==> config.mk <==
export PLATFORM = sky130hd
export DESIGN_NAME = symbol_match_count_per_alignment_unit
export DESIGN_NICKNAME = d
export VERILOG_FILES = /design/src/hdl/smc_pkg.sv /design/src/hdl/smc_state.sv /design/src/hdl/smc_align.sv /design/src/hdl/smc_sum.sv /design/src/hdl/symbol_match_count_per_alignment_unit.sv
export SDC_FILE = /design/constraint.sdc
export NUM_CORES = 1
export LEC_CHECK = 0
export ABC_CLOCK_PERIOD_IN_PS = 6900
export BUFFER_PORTS_ARGS = -buffer_cell sky130_fd_sc_hd__clkbuf_2
export CORE_ASPECT_RATIO = 1.75
export CORE_MARGIN = 1
export CORE_UTILIZATION = 58
export CTS_CLUSTER_SIZE = 8
export DETAILED_ROUTE_END_ITERATION = 8
export PLACE_DENSITY = 0.77
export SLEW_MARGIN = 0
export SYNTH_ARGS = -nofsm -noshare
export SYNTH_HDL_FRONTEND = slang
export SYNTH_SLANG_ARGS = --single-unit
==> constraint.sdc <==
create_clock -name clk -period 6.9 [get_ports clk]
set_clock_uncertainty 0.2 [all_clocks]
set_input_delay 1.38 -clock clk [delete_from_list [all_inputs] [get_ports clk]]
set_output_delay 1.38 -clock clk [all_outputs]
set_load 0.02 [all_outputs]
==> src/hdl/smc_pkg.sv <==
// ----------------------------------------------------------------------------
// smc_pkg: shared constants and types for the symbol match counter
// Field widths, store depths, command and register codes used by all stages.
// ----------------------------------------------------------------------------
package smc_pkg;

    // store depths
    localparam int MAX_PATTERN = 64;
    localparam int MAX_TEXT    = 65536;

    // field widths
    localparam int CHAR_W   = 8;
    localparam int IDX_W    = 6;
    localparam int LEN_W    = 7;
    localparam int ALIGN_W  = 16;
    localparam int COUNT_W  = 7;
    localparam int CMD_W    = 2;
    localparam int CFG_IDX_W = 1;
    localparam int CFG_DATA_W = 8;

    // stream data widths, padded to whole bytes
    localparam int IN_DATA_W  = ((CHAR_W + IDX_W + 7) / 8) * 8;
    localparam int OUT_DATA_W = ((ALIGN_W + COUNT_W + 7) / 8) * 8;

    // derived widths
    localparam int PIDX_W     = (MAX_PATTERN > 1) ? $clog2(MAX_PATTERN) : 1;
    localparam int SEEN_W     = $clog2(MAX_TEXT + 1);
    localparam int SH_W       = $clog2(MAX_PATTERN + 1);
    localparam int GROUP_SIZE = 8;
    localparam int NUM_GROUPS = (MAX_PATTERN + GROUP_SIZE - 1) / GROUP_SIZE;
    localparam int PAD_LEN    = NUM_GROUPS * GROUP_SIZE;
    localparam int GRP_CNT_W  = $clog2(GROUP_SIZE + 1);
    localparam int CNT_FULL_W = $clog2(MAX_PATTERN + 1);
    localparam int SUM_W      = (CNT_FULL_W > COUNT_W) ? CNT_FULL_W : COUNT_W;
    localparam int COUNT_MAX  = (1 << COUNT_W) - 1;

    // configuration register indexes
    localparam logic [CFG_IDX_W-1:0] CFG_MATCH_SYMBOL = 1'b0;
    localparam logic [CFG_IDX_W-1:0] CFG_PATTERN_LEN  = 1'b1;

    // request commands
    typedef enum logic [CMD_W-1:0] {
        CMD_PATTERN = 2'd0,
        CMD_TEXT    = 2'd1,
        CMD_START   = 2'd2
    } cmd_t;

    // per-group partial popcounts
    typedef logic [NUM_GROUPS-1:0][GRP_CNT_W-1:0] grp_cnt_t;

    // state seen by the alignment stage
    typedef struct packed {
        logic              pend;
        logic [SEEN_W-1:0] seen;
        logic [LEN_W-1:0]  len;
    } state_view_t;

endpackage

==> src/hdl/smc_state.sv <==
// ----------------------------------------------------------------------------
// smc_state: configuration, pattern store, text hit window and position
// Applies each accepted request to the state and flags a pending result.
// ----------------------------------------------------------------------------
module smc_state
(
    input  logic                            clk,
    input  logic                            rst_n,
    input  logic                            cfg_valid,
    input  logic [smc_pkg::CFG_IDX_W-1:0]   cfg_index,
    input  logic [smc_pkg::CFG_DATA_W-1:0]  cfg_data,
    input  logic                            in_valid,
    input  logic [smc_pkg::CMD_W-1:0]       in_cmd,
    input  logic [smc_pkg::CHAR_W-1:0]      in_char,
    input  logic [smc_pkg::IDX_W-1:0]       in_index,
    input  logic                            grp_free,
    output logic                            in_ready,
    output logic [smc_pkg::MAX_PATTERN-1:0] window,
    output logic [smc_pkg::MAX_PATTERN-1:0] pat_hit,
    output smc_pkg::state_view_t            view
);
    import smc_pkg::*;

    logic [CHAR_W-1:0]      symbol_reg, symbol_next;
    logic [LEN_W-1:0]       len_reg, len_next;
    logic [MAX_PATTERN-1:0] window_reg, window_next;
    logic [SEEN_W-1:0]      seen_reg, seen_next;
    logic                   pend_reg, pend_next;
    logic [CHAR_W-1:0]      pattern_reg [MAX_PATTERN];
    logic [LEN_W-1:0]       eff_len;
    logic                   accept;
    logic                   pat_we;
    cmd_t                   cmd;

    assign cmd      = cmd_t'(in_cmd);
    assign in_ready = !pend_reg || grp_free;
    assign accept   = in_valid && in_ready;
    assign pat_we   = accept && (cmd == CMD_PATTERN) && (int'(in_index) < MAX_PATTERN);

    // effective pattern length, clamped to 1..MAX_PATTERN
    always_comb
    begin
        if (len_reg == '0)
        begin
            eff_len = LEN_W'(1);
        end
        else if (int'(len_reg) > MAX_PATTERN)
        begin
            eff_len = LEN_W'(MAX_PATTERN);
        end
        else
        begin
            eff_len = len_reg;
        end
    end

    // configuration writes
    always_comb
    begin
        symbol_next = symbol_reg;
        len_next    = len_reg;
        if (cfg_valid)
        begin
            case (cfg_index)
                CFG_MATCH_SYMBOL: symbol_next = cfg_data;
                CFG_PATTERN_LEN:  len_next    = cfg_data[LEN_W-1:0];
                default:          symbol_next = symbol_reg;
            endcase
        end
    end

    // window, position and pending result
    always_comb
    begin
        window_next = window_reg;
        seen_next   = seen_reg;
        pend_next   = pend_reg;
        if (in_ready)
        begin
            pend_next = 1'b0;
        end
        if (accept)
        begin
            case (cmd)
                CMD_TEXT:
                begin
                    window_next = (window_reg << 1) |
                                  MAX_PATTERN'(in_char == symbol_reg);
                    if (int'(seen_reg) < MAX_TEXT)
                    begin
                        seen_next = seen_reg + SEEN_W'(1);
                    end
                    pend_next = (seen_next >= SEEN_W'(eff_len));
                end
                CMD_START:
                begin
                    window_next = '0;
                    seen_next   = '0;
                end
                default:
                begin
                    window_next = window_reg;
                end
            endcase
        end
    end

    // control and window registers
    always_ff @(posedge clk or negedge rst_n)
    begin
        if (!rst_n)
        begin
            symbol_reg <= '0;
            len_reg    <= LEN_W'(1);
            window_reg <= '0;
            seen_reg   <= '0;
            pend_reg   <= 1'b0;
        end
        else
        begin
            symbol_reg <= symbol_next;
            len_reg    <= len_next;
            window_reg <= window_next;
            seen_reg   <= seen_next;
            pend_reg   <= pend_next;
        end
    end

    // pattern store, undefined until written
    always_ff @(posedge clk)
    begin
        if (pat_we)
        begin
            pattern_reg[PIDX_W'(in_index)] <= in_char;
        end
    end

    // one compare lane per pattern position
    always_comb
    begin
        for (int j = 0; j < MAX_PATTERN; j++)
        begin
            pat_hit[j] = (pattern_reg[j] == symbol_reg);
        end
    end

    assign window    = window_reg;
    assign view.pend = pend_reg;
    assign view.seen = seen_reg;
    assign view.len  = eff_len;

endmodule

==> src/hdl/smc_align.sv <==
// ----------------------------------------------------------------------------
// smc_align: lines the window up with the pattern and counts per group
// Reverses the hit window and shifts it by MAX_PATTERN less the pattern
// length, ANDs it with the pattern hits, registers a small popcount per group.
// ----------------------------------------------------------------------------
module smc_align
(
    input  logic                            clk,
    input  logic                            rst_n,
    input  smc_pkg::state_view_t            view,
    input  logic [smc_pkg::MAX_PATTERN-1:0] window,
    input  logic [smc_pkg::MAX_PATTERN-1:0] pat_hit,
    input  logic                            out_free,
    output logic                            grp_valid,
    output logic                            grp_free,
    output smc_pkg::grp_cnt_t               grp_cnt,
    output logic [smc_pkg::ALIGN_W-1:0]     grp_align
);
    import smc_pkg::*;

    logic                   valid_reg, valid_next;
    grp_cnt_t               cnt_reg, cnt_next;
    logic [ALIGN_W-1:0]     align_reg, align_next;
    logic [MAX_PATTERN-1:0] rev;
    logic [MAX_PATTERN-1:0] aligned;
    logic [PAD_LEN-1:0]     coinc;
    logic [SH_W-1:0]        shift;
    logic [SEEN_W-1:0]      start;
    logic                   load;

    assign grp_free = !valid_reg || out_free;
    assign load     = view.pend && grp_free;

    // oldest hit of the alignment lands on pattern position 0
    always_comb
    begin
        for (int i = 0; i < MAX_PATTERN; i++)
        begin
            rev[i] = window[MAX_PATTERN - 1 - i];
        end
    end

    assign shift   = SH_W'(MAX_PATTERN) - SH_W'(view.len);
    assign aligned = rev >> shift;
    assign coinc   = PAD_LEN'(aligned & pat_hit);
    assign start   = view.seen - SEEN_W'(view.len);

    // group popcounts
    always_comb
    begin
        for (int g = 0; g < NUM_GROUPS; g++)
        begin
            cnt_next[g] = '0;
            for (int b = 0; b < GROUP_SIZE; b++)
            begin
                cnt_next[g] = cnt_next[g] + GRP_CNT_W'(coinc[g * GROUP_SIZE + b]);
            end
        end
    end

    assign align_next = start[ALIGN_W-1:0];

    // stage valid
    always_comb
    begin
        valid_next = valid_reg;
        if (grp_free)
        begin
            valid_next = view.pend;
        end
    end

    always_ff @(posedge clk or negedge rst_n)
    begin
        if (!rst_n)
        begin
            valid_reg <= 1'b0;
        end
        else
        begin
            valid_reg <= valid_next;
        end
    end

    // payload
    always_ff @(posedge clk)
    begin
        if (load)
        begin
            cnt_reg   <= cnt_next;
            align_reg <= align_next;
        end
    end

    assign grp_valid = valid_reg;
    assign grp_cnt   = cnt_reg;
    assign grp_align = align_reg;

endmodule

==> src/hdl/smc_sum.sv <==
// ----------------------------------------------------------------------------
// smc_sum: adds the group counts and holds the result for the output
// Saturating sum of the partial popcounts into the output register.
// ----------------------------------------------------------------------------
module smc_sum
(
    input  logic                          clk,
    input  logic                          rst_n,
    input  logic                          grp_valid,
    input  smc_pkg::grp_cnt_t             grp_cnt,
    input  logic [smc_pkg::ALIGN_W-1:0]   grp_align,
    input  logic                          out_ready,
    output logic                          out_free,
    output logic                          out_valid,
    output logic [smc_pkg::ALIGN_W-1:0]   out_align,
    output logic [smc_pkg::COUNT_W-1:0]   out_count
);
    import smc_pkg::*;

    logic               valid_reg, valid_next;
    logic [ALIGN_W-1:0] align_reg;
    logic [COUNT_W-1:0] count_reg, count_next;
    logic [SUM_W-1:0]   total;
    logic               load;

    assign out_free = !valid_reg || out_ready;
    assign load     = grp_valid && out_free;

    // sum of group counts
    always_comb
    begin
        total = '0;
        for (int g = 0; g < NUM_GROUPS; g++)
        begin
            total = total + SUM_W'(grp_cnt[g]);
        end
    end

    // saturate to the field
    always_comb
    begin
        if (total > SUM_W'(COUNT_MAX))
        begin
            count_next = COUNT_W'(COUNT_MAX);
        end
        else
        begin
            count_next = total[COUNT_W-1:0];
        end
    end

    always_comb
    begin
        valid_next = valid_reg;
        if (out_free)
        begin
            valid_next = grp_valid;
        end
    end

    always_ff @(posedge clk or negedge rst_n)
    begin
        if (!rst_n)
        begin
            valid_reg <= 1'b0;
        end
        else
        begin
            valid_reg <= valid_next;
        end
    end

    // result payload
    always_ff @(posedge clk)
    begin
        if (load)
        begin
            align_reg <= grp_align;
            count_reg <= count_next;
        end
    end

    assign out_valid = valid_reg;
    assign out_align = align_reg;
    assign out_count = count_reg;

endmodule

==> src/hdl/symbol_match_count_per_alignment_unit.sv <==
// A text request accepted updates the state registers; its result then passes
//   the alignment and group count registers and the final sum register to m_tvalid.
// Throughput: one request per cycle while no stage stalls; the window AND and group
//   popcount stage and the sum stage are each registered, with backpressure through all three.
// Reset clears the hit window, position, pending flags, match_symbol to 0 and
//   pattern_len to 1; the pattern store is not reset and is valid once written.
// ----------------------------------------------------------------------------
// symbol_match_count_per_alignment_unit: per-alignment symbol match counter
// Counts positions where text and pattern both equal the configured symbol.
// ----------------------------------------------------------------------------
module symbol_match_count_per_alignment_unit
(
    input  logic                            clk,
    input  logic                            rst_n,
    // configuration write channel
    input  logic                            cfg_valid,
    output logic                            cfg_ready,
    input  logic [smc_pkg::CFG_IDX_W-1:0]   cfg_index,
    input  logic [smc_pkg::CFG_DATA_W-1:0]  cfg_data,
    // input stream
    input  logic                            s_tvalid,
    output logic                            s_tready,
    input  logic [smc_pkg::IN_DATA_W-1:0]   s_tdata,   // char_value[7:0], pattern_index[13:8]
    input  logic [smc_pkg::CMD_W-1:0]       s_tuser,   // cmd[1:0]
    // result stream
    output logic                            m_tvalid,
    input  logic                            m_tready,
    output logic [smc_pkg::OUT_DATA_W-1:0]  m_tdata    // alignment[15:0], match_count[22:16]
);
    import smc_pkg::*;

    logic [MAX_PATTERN-1:0] window;
    logic [MAX_PATTERN-1:0] pat_hit;
    state_view_t            view;
    logic                   grp_valid;
    logic                   grp_free;
    grp_cnt_t               grp_cnt;
    logic [ALIGN_W-1:0]     grp_align;
    logic                   out_free;
    logic [ALIGN_W-1:0]     out_align;
    logic [COUNT_W-1:0]     out_count;

    assign cfg_ready = 1'b1;

    // state and request decode
    smc_state u_state
    (
        .clk       (clk),
        .rst_n     (rst_n),
        .cfg_valid (cfg_valid),
        .cfg_index (cfg_index),
        .cfg_data  (cfg_data),
        .in_valid  (s_tvalid),
        .in_cmd    (s_tuser),
        .in_char   (s_tdata[CHAR_W-1:0]),
        .in_index  (s_tdata[CHAR_W +: IDX_W]),
        .grp_free  (grp_free),
        .in_ready  (s_tready),
        .window    (window),
        .pat_hit   (pat_hit),
        .view      (view)
    );

    // alignment and group counts
    smc_align u_align
    (
        .clk       (clk),
        .rst_n     (rst_n),
        .view      (view),
        .window    (window),
        .pat_hit   (pat_hit),
        .out_free  (out_free),
        .grp_valid (grp_valid),
        .grp_free  (grp_free),
        .grp_cnt   (grp_cnt),
        .grp_align (grp_align)
    );

    // final sum and output register
    smc_sum u_sum
    (
        .clk       (clk),
        .rst_n     (rst_n),
        .grp_valid (grp_valid),
        .grp_cnt   (grp_cnt),
        .grp_align (grp_align),
        .out_ready (m_tready),
        .out_free  (out_free),
        .out_valid (m_tvalid),
        .out_align (out_align),
        .out_count (out_count)
    );

    assign m_tdata = OUT_DATA_W'({out_count, out_align});

    // a count never exceeds the pattern length in force
    assert property (@(posedge clk) disable iff (!rst_n)
        m_tvalid |-> (SUM_W'(out_count) <= SUM_W'(view.len)))
        else $error("match count above pattern length");

    // with the pipeline empty the input side is open
    assert property (@(posedge clk) disable iff (!rst_n)
        (!view.pend && !grp_valid && !m_tvalid) |-> s_tready)
        else $error("input stalled with empty pipeline");

    // a pending result that cannot move keeps the state frozen
    assert property (@(posedge clk) disable iff (!rst_n)
        (view.pend && !grp_free) |=> (view.pend && $stable(view.seen) && $stable(window)))
        else $error("state changed under a stalled result");

endmodule
==> flow_summary.json, run 1 <==
{
  "drtIter0Drc": 2053,
  "ys_warn_count": 0,
  "yosys-top-cells-area": "edfxtp_1 49%, xnor2_1 7.4%, dfrtp_1 6.8%",
  "synth-edff-count": 583,
  "synth_top_cell_area_share": 0.4883,
  "cts.sinks": 682,
  "path_class": "reg2reg",
  "core_area_mm2": 0.06111,
  "holdPathStages": 0,
  "area_delta_synth_final_pct": 11.64,
  "drive_gt1_frac": 0.1246,
  "netlist_instances": 2873,
  "cts_buffers": 95,
  "drt-total-wl_um": 107900,
  "worstSkewPairLatency_ns": 0.68,
  "nNetsFinal": 3109,
  "antenna_found_initial": 2,
  "hold_buffers": 0,
  "setup_tns_ns": 0,
  "netlist_area_mm2": 0.03585,
  "synthTopCellsByCount": "583 x edfxtp_1, 301 x xnor2_1, 255 x xor2_1, 204 x nand2_1, 132 x nor2_1",
  "drv_slew": 0,
  "start_kind": "flip-flop",
  "synth_compound_area_frac": 0.06156,
  "detail_route.wl_per_cell_um": 28.37,
  "reg2regPathDepth": 20,
  "cts.path.max_buffers": 3,
  "power.density_mw_per_mm2": 297.6,
  "grt_pass1_vias": 24760,
  "vias_per_cell": 6.313,
  "dieArea_mm2": 0.06285,
  "r2r_setup_slack_ns": 0.13,
  "post-place-ws_ns": 0.2397,
  "die_w_um": 189.9,
  "synth_top_area_cell": "edfxtp_1",
  "drc": 0,
  "period_share": 0.9806,
  "synth_cell_types": 87,
  "syn_avg_cell_area_um2": 12.48,
  "r2r-end": "u_align.grp_cnt[6]",
  "std_cell_rows": 120,
  "final_antenna_net_count": 0,
  "htree_levels": 3,
  "worst_pin_slew_ns": 1.204,
  "min_from": "u_align.grp_align[14]",
  "syn_nets": 3015,
  "hp-class": "reg2reg",
  "port_buffers": 54,
  "synth.area.mux_share": 0.05922,
  "r2r-start": "u_state.len_reg[0]",
  "setup_viol": 0,
  "synthArstFlopShare": 0.1452,
  "gp_congestion": 1.014,
  "leakagePower_uw": 0.01428,
  "dr.pass1.iters": 6,
  "synth.most_common_cell": "edfxtp_1",
  "largest_reg_flops": 512,
  "grt_max_degree": 81,
  "num_io_pins": 59,
  "antenna_cells": 0,
  "synth-seq-cells": 682,
  "status": "finished, final reports clean",
  "dieHeight_um": 330.9,
  "path_clk_slew_ns": 0.06,
  "min_to": "u_sum.out_align[14]",
  "drv_cap": 0,
  "period_needed_ns": 6.766,
  "dp_hpwl_um": 72890,
  "clockRootBuffer": "clkbuf_16",
  "grt_pass1_wl_um": 158100,
  "yosys.area_share.adder": 0.04928,
  "setup_slack_ns": 0.1340,
  "start_util": 0.5867,
  "yosys.area_share.simple": 0.1021,
  "final-hold-violation-count": 0,
  "synth_top_family_by_area": "XOR/XNOR gates",
  "tritoncts": "yes",
  "ys_seq_area_frac": 0.5574,
  "synth-xor-area-share": 0.1366,
  "endpoint_kind": "flip-flop",
  "overflow": 0,
  "max_freq_mhz": 147.8,
  "crit_arrival_ns": 6.97,
  "ys.flop_type": "edfxtp_1",
  "grt_usage": 0.3492,
  "vias": 24010,
  "max-slew-margin-rel": 0.1885,
  "vdd_ir_drop_max_mv": 0.2672,
  "critPathMaxFanout": 36,
  "rsz0062_at_grt": "no",
  "required_ns": 7.11
}
## stage by stage
step,total power [uW],utilization,std cells,cell area [um2],hold WS [ns]
2_1_floorplan,6668,-,2873,35850,0.2003
3_3_place_gp,7596,0.6105,3659,37310,0.2009
3_5_place_dp,7670,0.6105,3659,37310,0.2054
4_1_cts,11910,0.6543,3799,39980,0.2117
5_1_grt,12300,0.6550,3803,40030,0.2289
6_report,11910,0.6550,3803,40030,0.2137
## power breakdown
group / internal [uW] / switching, uW / leakage, uW
combinational: 1090 / 1740 / 0.00643
sequential: 4610 / 219 / 0.00656
clock: 2530 / 1730 / 0.00128
## placed cells by master, fill, tap and decap left out, drive strengths merged, types with 10 or more instances in the layout
cell type,synthesis,layout
a211oi,13,13
a21o,11,11
a21oi,63,63
a22oi,24,24
and3,14,14
buf,71,120
clkbuf,105,186
dfrtp,98,98
edfxtp,583,583
fa,52,52
ha,58,58
inv,102,103
mux2,37,37
mux2i,127,127
mux4,19,19
nand2,205,205
nand2b,73,73
nand3,39,39
nand4,87,87
nor2,133,133
nor2b,18,18
nor3,33,33
nor4,80,80
o21ai,112,112
o22ai,14,14
o31ai,10,10
xnor2,301,301
xor2,256,256
## cell families after synthesis
family	after synthesis
simple gates	723
flops	682
xor+xnor	557
compound gates	337
buf+inv	279
mux	183
fa+ha+maj	110
other cells	2
## metal layers
| layer | vias to the layer above | global-route usage | part of all wire |
|---|---|---|---|
| met2 | 1143 | 0.5959 | 0.50 |
| met5 | - | 0 | 0.00021 |
| met3 | 384 | 0.05679 | 0.069 |
| li1 | 10470 | - | - |
| met4 | 4 | 0.2723 | 0.083 |
| met1 | 12010 | 0.3883 | 0.34 |
## repair_timing
action                                  in CTS  in global routing
resized for setup                            0                  1
endpoints found under the setup margin       0                  8
buffers inserted                             0                  4
## worst max-delay path by stage
stage / depth (start not counted) / slack [ns] / from / end
after floorplan: 23 / 0.21 / u_state.len_reg[0] / u_align.grp_cnt[10]
after global placement: 19 / 0.31 / u_state.len_reg[0] / u_align.grp_cnt[9]
after detailed placement: 19 / 0.24 / u_state.len_reg[0] / u_align.grp_cnt[9]
after CTS: 19 / 0.25 / u_state.len_reg[0] / u_align.grp_cnt[6]
after global routing: 20 / 0.02 / u_state.len_reg[0] / u_align.grp_cnt[6]
final: 20 / 0.13 / u_state.len_reg[0] / u_align.grp_cnt[6]
## worst max-delay path: stages (launching register included)
cell and delay, ns:
dfstp_2 0.57, nor2b_1 0.49, a21oi_4 0.06, ha_2 0.31, clkinv_1 0.22, buf_4 0.23
buf_4 0.44, nand2_1 0.36, o22ai_1 0.22, a221o_1 0.19, nand2_1 0.10, a222oi_1 0.47
nor4_1 0.11, ha_1 0.30, inv_1 0.05, fa_1 0.47, inv_1 0.05, fa_1 0.56
fa_1 0.46, fa_1 0.45, xor2_1 0.17
## cell type report
cell class              instances  area (um2)
clock buffers                 133        2541
clock inverters                 7       132.6
fillers                      4392       21080
inverters                     103       391.6
multi-input cells            1912       14710
flip-flops and latches        682       20020
well taps                     793       992.2
repair buffers                173        1241
(Power assumes the default switching activity.)
==> run 2: changes to the inputs <==
--- a/config.mk
+++ b/config.mk
@@ -7,7 +7,7 @@
 export LEC_CHECK = 0
 export ABC_CLOCK_PERIOD_IN_PS = 6900
 export BUFFER_PORTS_ARGS = -buffer_cell sky130_fd_sc_hd__clkbuf_2
-export CORE_ASPECT_RATIO = 1.75
+export CORE_ASPECT_RATIO = 1.4
 export CORE_MARGIN = 1
 export CORE_UTILIZATION = 58
 export CTS_CLUSTER_SIZE = 8
==> flow_summary.json, run 2 (synthesis results as in run 1) <==
{
  "status": "finished, final reports clean",
  "cts.path.max_buffers": 3,
  "hold_buffers": 0,
  "max_freq_mhz": 151.7,
  "dp_hpwl_um": 67800,
  "antenna_found_initial": 2,
  "start_kind": "flip-flop",
  "core_area_mm2": 0.06091,
  "max-slew-margin-rel": 0.2214,
  "setup_tns_ns": 0,
  "r2r-end": "u_align.grp_cnt[6]",
  "grt_max_degree": 81,
  "cts.sinks": 682,
  "std_cell_rows": 107,
  "final_antenna_net_count": 0,
  "required_ns": 7.10,
  "crit_arrival_ns": 6.80,
  "path_clk_slew_ns": 0.05,
  "gp_congestion": 0.9932,
  "setup_slack_ns": 0.3061,
  "cts_buffers": 95,
  "drv_cap": 0,
  "num_io_pins": 59,
  "final-hold-violation-count": 0,
  "placed_cells": 3676,
  "period_share": 0.9556,
  "vias_per_cell": 6.235,
  "grt_usage": 0.3297,
  "layout_common_cells": "583 x edfxtp_1, 300 x xnor2_1, 255 x xor2_1",
  "reg2regPathDepth": 19,
  "leakagePower_uw": 0.01420,
  "period_needed_ns": 6.594,
  "drc": 0,
  "drt-total-wl_um": 101500,
  "drive_gt1_frac": 0.1220,
  "drtIter0Drc": 2497,
  "vdd_ir_drop_max_mv": 0.2492,
  "clockRootBuffer": "clkbuf_16",
  "largest_reg_flops": 512,
  "post-place-ws_ns": 0.3742,
  "overflow": 0,
  "htree_levels": 3,
  "start_util": 0.5886,
  "grt_pass1_wl_um": 150400,
  "final_common_cell": "edfxtp_1",
  "drv_slew": 0,
  "power.density_mw_per_mm2": 295.9,
  "critPathMaxFanout": 24,
  "port_buffers": 54,
  "post_cts_resized": 0,
  "cp-endpoint": "u_align.grp_cnt[6]",
  "dieHeight_um": 296.2,
  "r2r-start": "u_state.len_reg[1]",
  "grt_pass1_vias": 23860,
  "rsz0062_at_grt": "no",
  "instances_no_fill": 3812,
  "area_delta_synth_final_pct": 11.33,
  "worstSkewPairLatency_ns": 0.67,
  "startpoint": "u_state.len_reg[1]",
  "detail_route.wl_per_cell_um": 26.63,
  "dr.pass1.iters": 5,
  "path_class": "reg2reg",
  "worst_pin_slew_ns": 1.168,
  "setup_viol": 0,
  "tritoncts": "yes",
  "postCtsSetupRepairBufs": 0,
  "hp-class": "reg2reg",
  "vias": 23770,
  "endpoint_kind": "flip-flop",
  "die_w_um": 212.1,
  "nNetsFinal": 3098,
  "dieArea_mm2": 0.06283,
  "r2r_setup_slack_ns": 0.31
}
run 2: changes by cell type in the layout (fill, tap and decap cells not counted), sizes merged:
cell / delta
buf: -11
clkbuf: -7
diode: +3
run 2: worst min-delay path by stage:
stage | start | end | slack [ns] | cells after the start
floorplan | u_align.grp_align[0] | u_sum.out_align[0] | 0.20 | 0
global placement | u_align.grp_align[8] | u_sum.out_align[8] | 0.20 | 0
detailed placement | u_align.grp_align[2] | u_sum.out_align[2] | 0.21 | 0
CTS | u_align.grp_align[2] | u_sum.out_align[2] | 0.21 | 0
global route | u_align.grp_align[7] | u_sum.out_align[7] | 0.23 | 0
finish | u_align.grp_align[2] | u_sum.out_align[2] | 0.21 | 0
run 2: through the flow:
step / utilization / hold slack, ns / total power [uW] / area, um2
2_1_floorplan: - / 0.2003 / 6668 / 35850
3_3_place_gp: 0.6117 / 0.2005 / 7579 / 37260
3_5_place_dp: 0.6117 / 0.2054 / 7640 / 37260
4_1_cts: 0.6551 / 0.2139 / 11830 / 39910
5_1_grt: 0.6552 / 0.2258 / 12220 / 39910
6_report: 0.6553 / 0.2142 / 11810 / 39910
run 2: critical path, stage by stage, from the launching register on:
cell and delay (ns):
dfrtp_1 0.46, nor4_4 0.47, a21oi_4 0.14, ha_2 0.29
xor2_4 0.50, buf_12 0.26, mux4_2 0.37, mux2i_1 0.19
or3_1 0.14, o221ai_1 0.29, a222oi_1 0.43, nor4_1 0.10
ha_1 0.32, inv_1 0.05, fa_1 0.48, inv_1 0.05
fa_1 0.51, fa_1 0.44, fa_1 0.45, xor2_1 0.17
run 2: layout make-up:
class | count | area [um2]
Clock buffer | 126 | 2525
Antenna cell | 3 | 7.507
Tap cell | 817 | 1022
Sequential cell | 682 | 20020
Inverter | 103 | 391.6
Fill cell | 4372 | 21000
Clock inverter | 7 | 122.6
Timing Repair Buffer | 162 | 1121
Multi-Input combinational cell | 1912 | 14710
run 2: report_power, final:
group          switching, uW  internal [uW]
Sequential               199           4610
Clock                   1680           2520
Combinational           1740           1070
run 2: routing by layer:
layer	share of wire	vias to the layer above	wire, um	track usage
met4	0.057	0	5796	0.1893
met5	0	-	0	0
met3	0.073	285	7404	0.05602
met2	0.49	1159	50070	0.5475
li1	-	10480	-	-
met1	0.38	11840	38260	0.4072
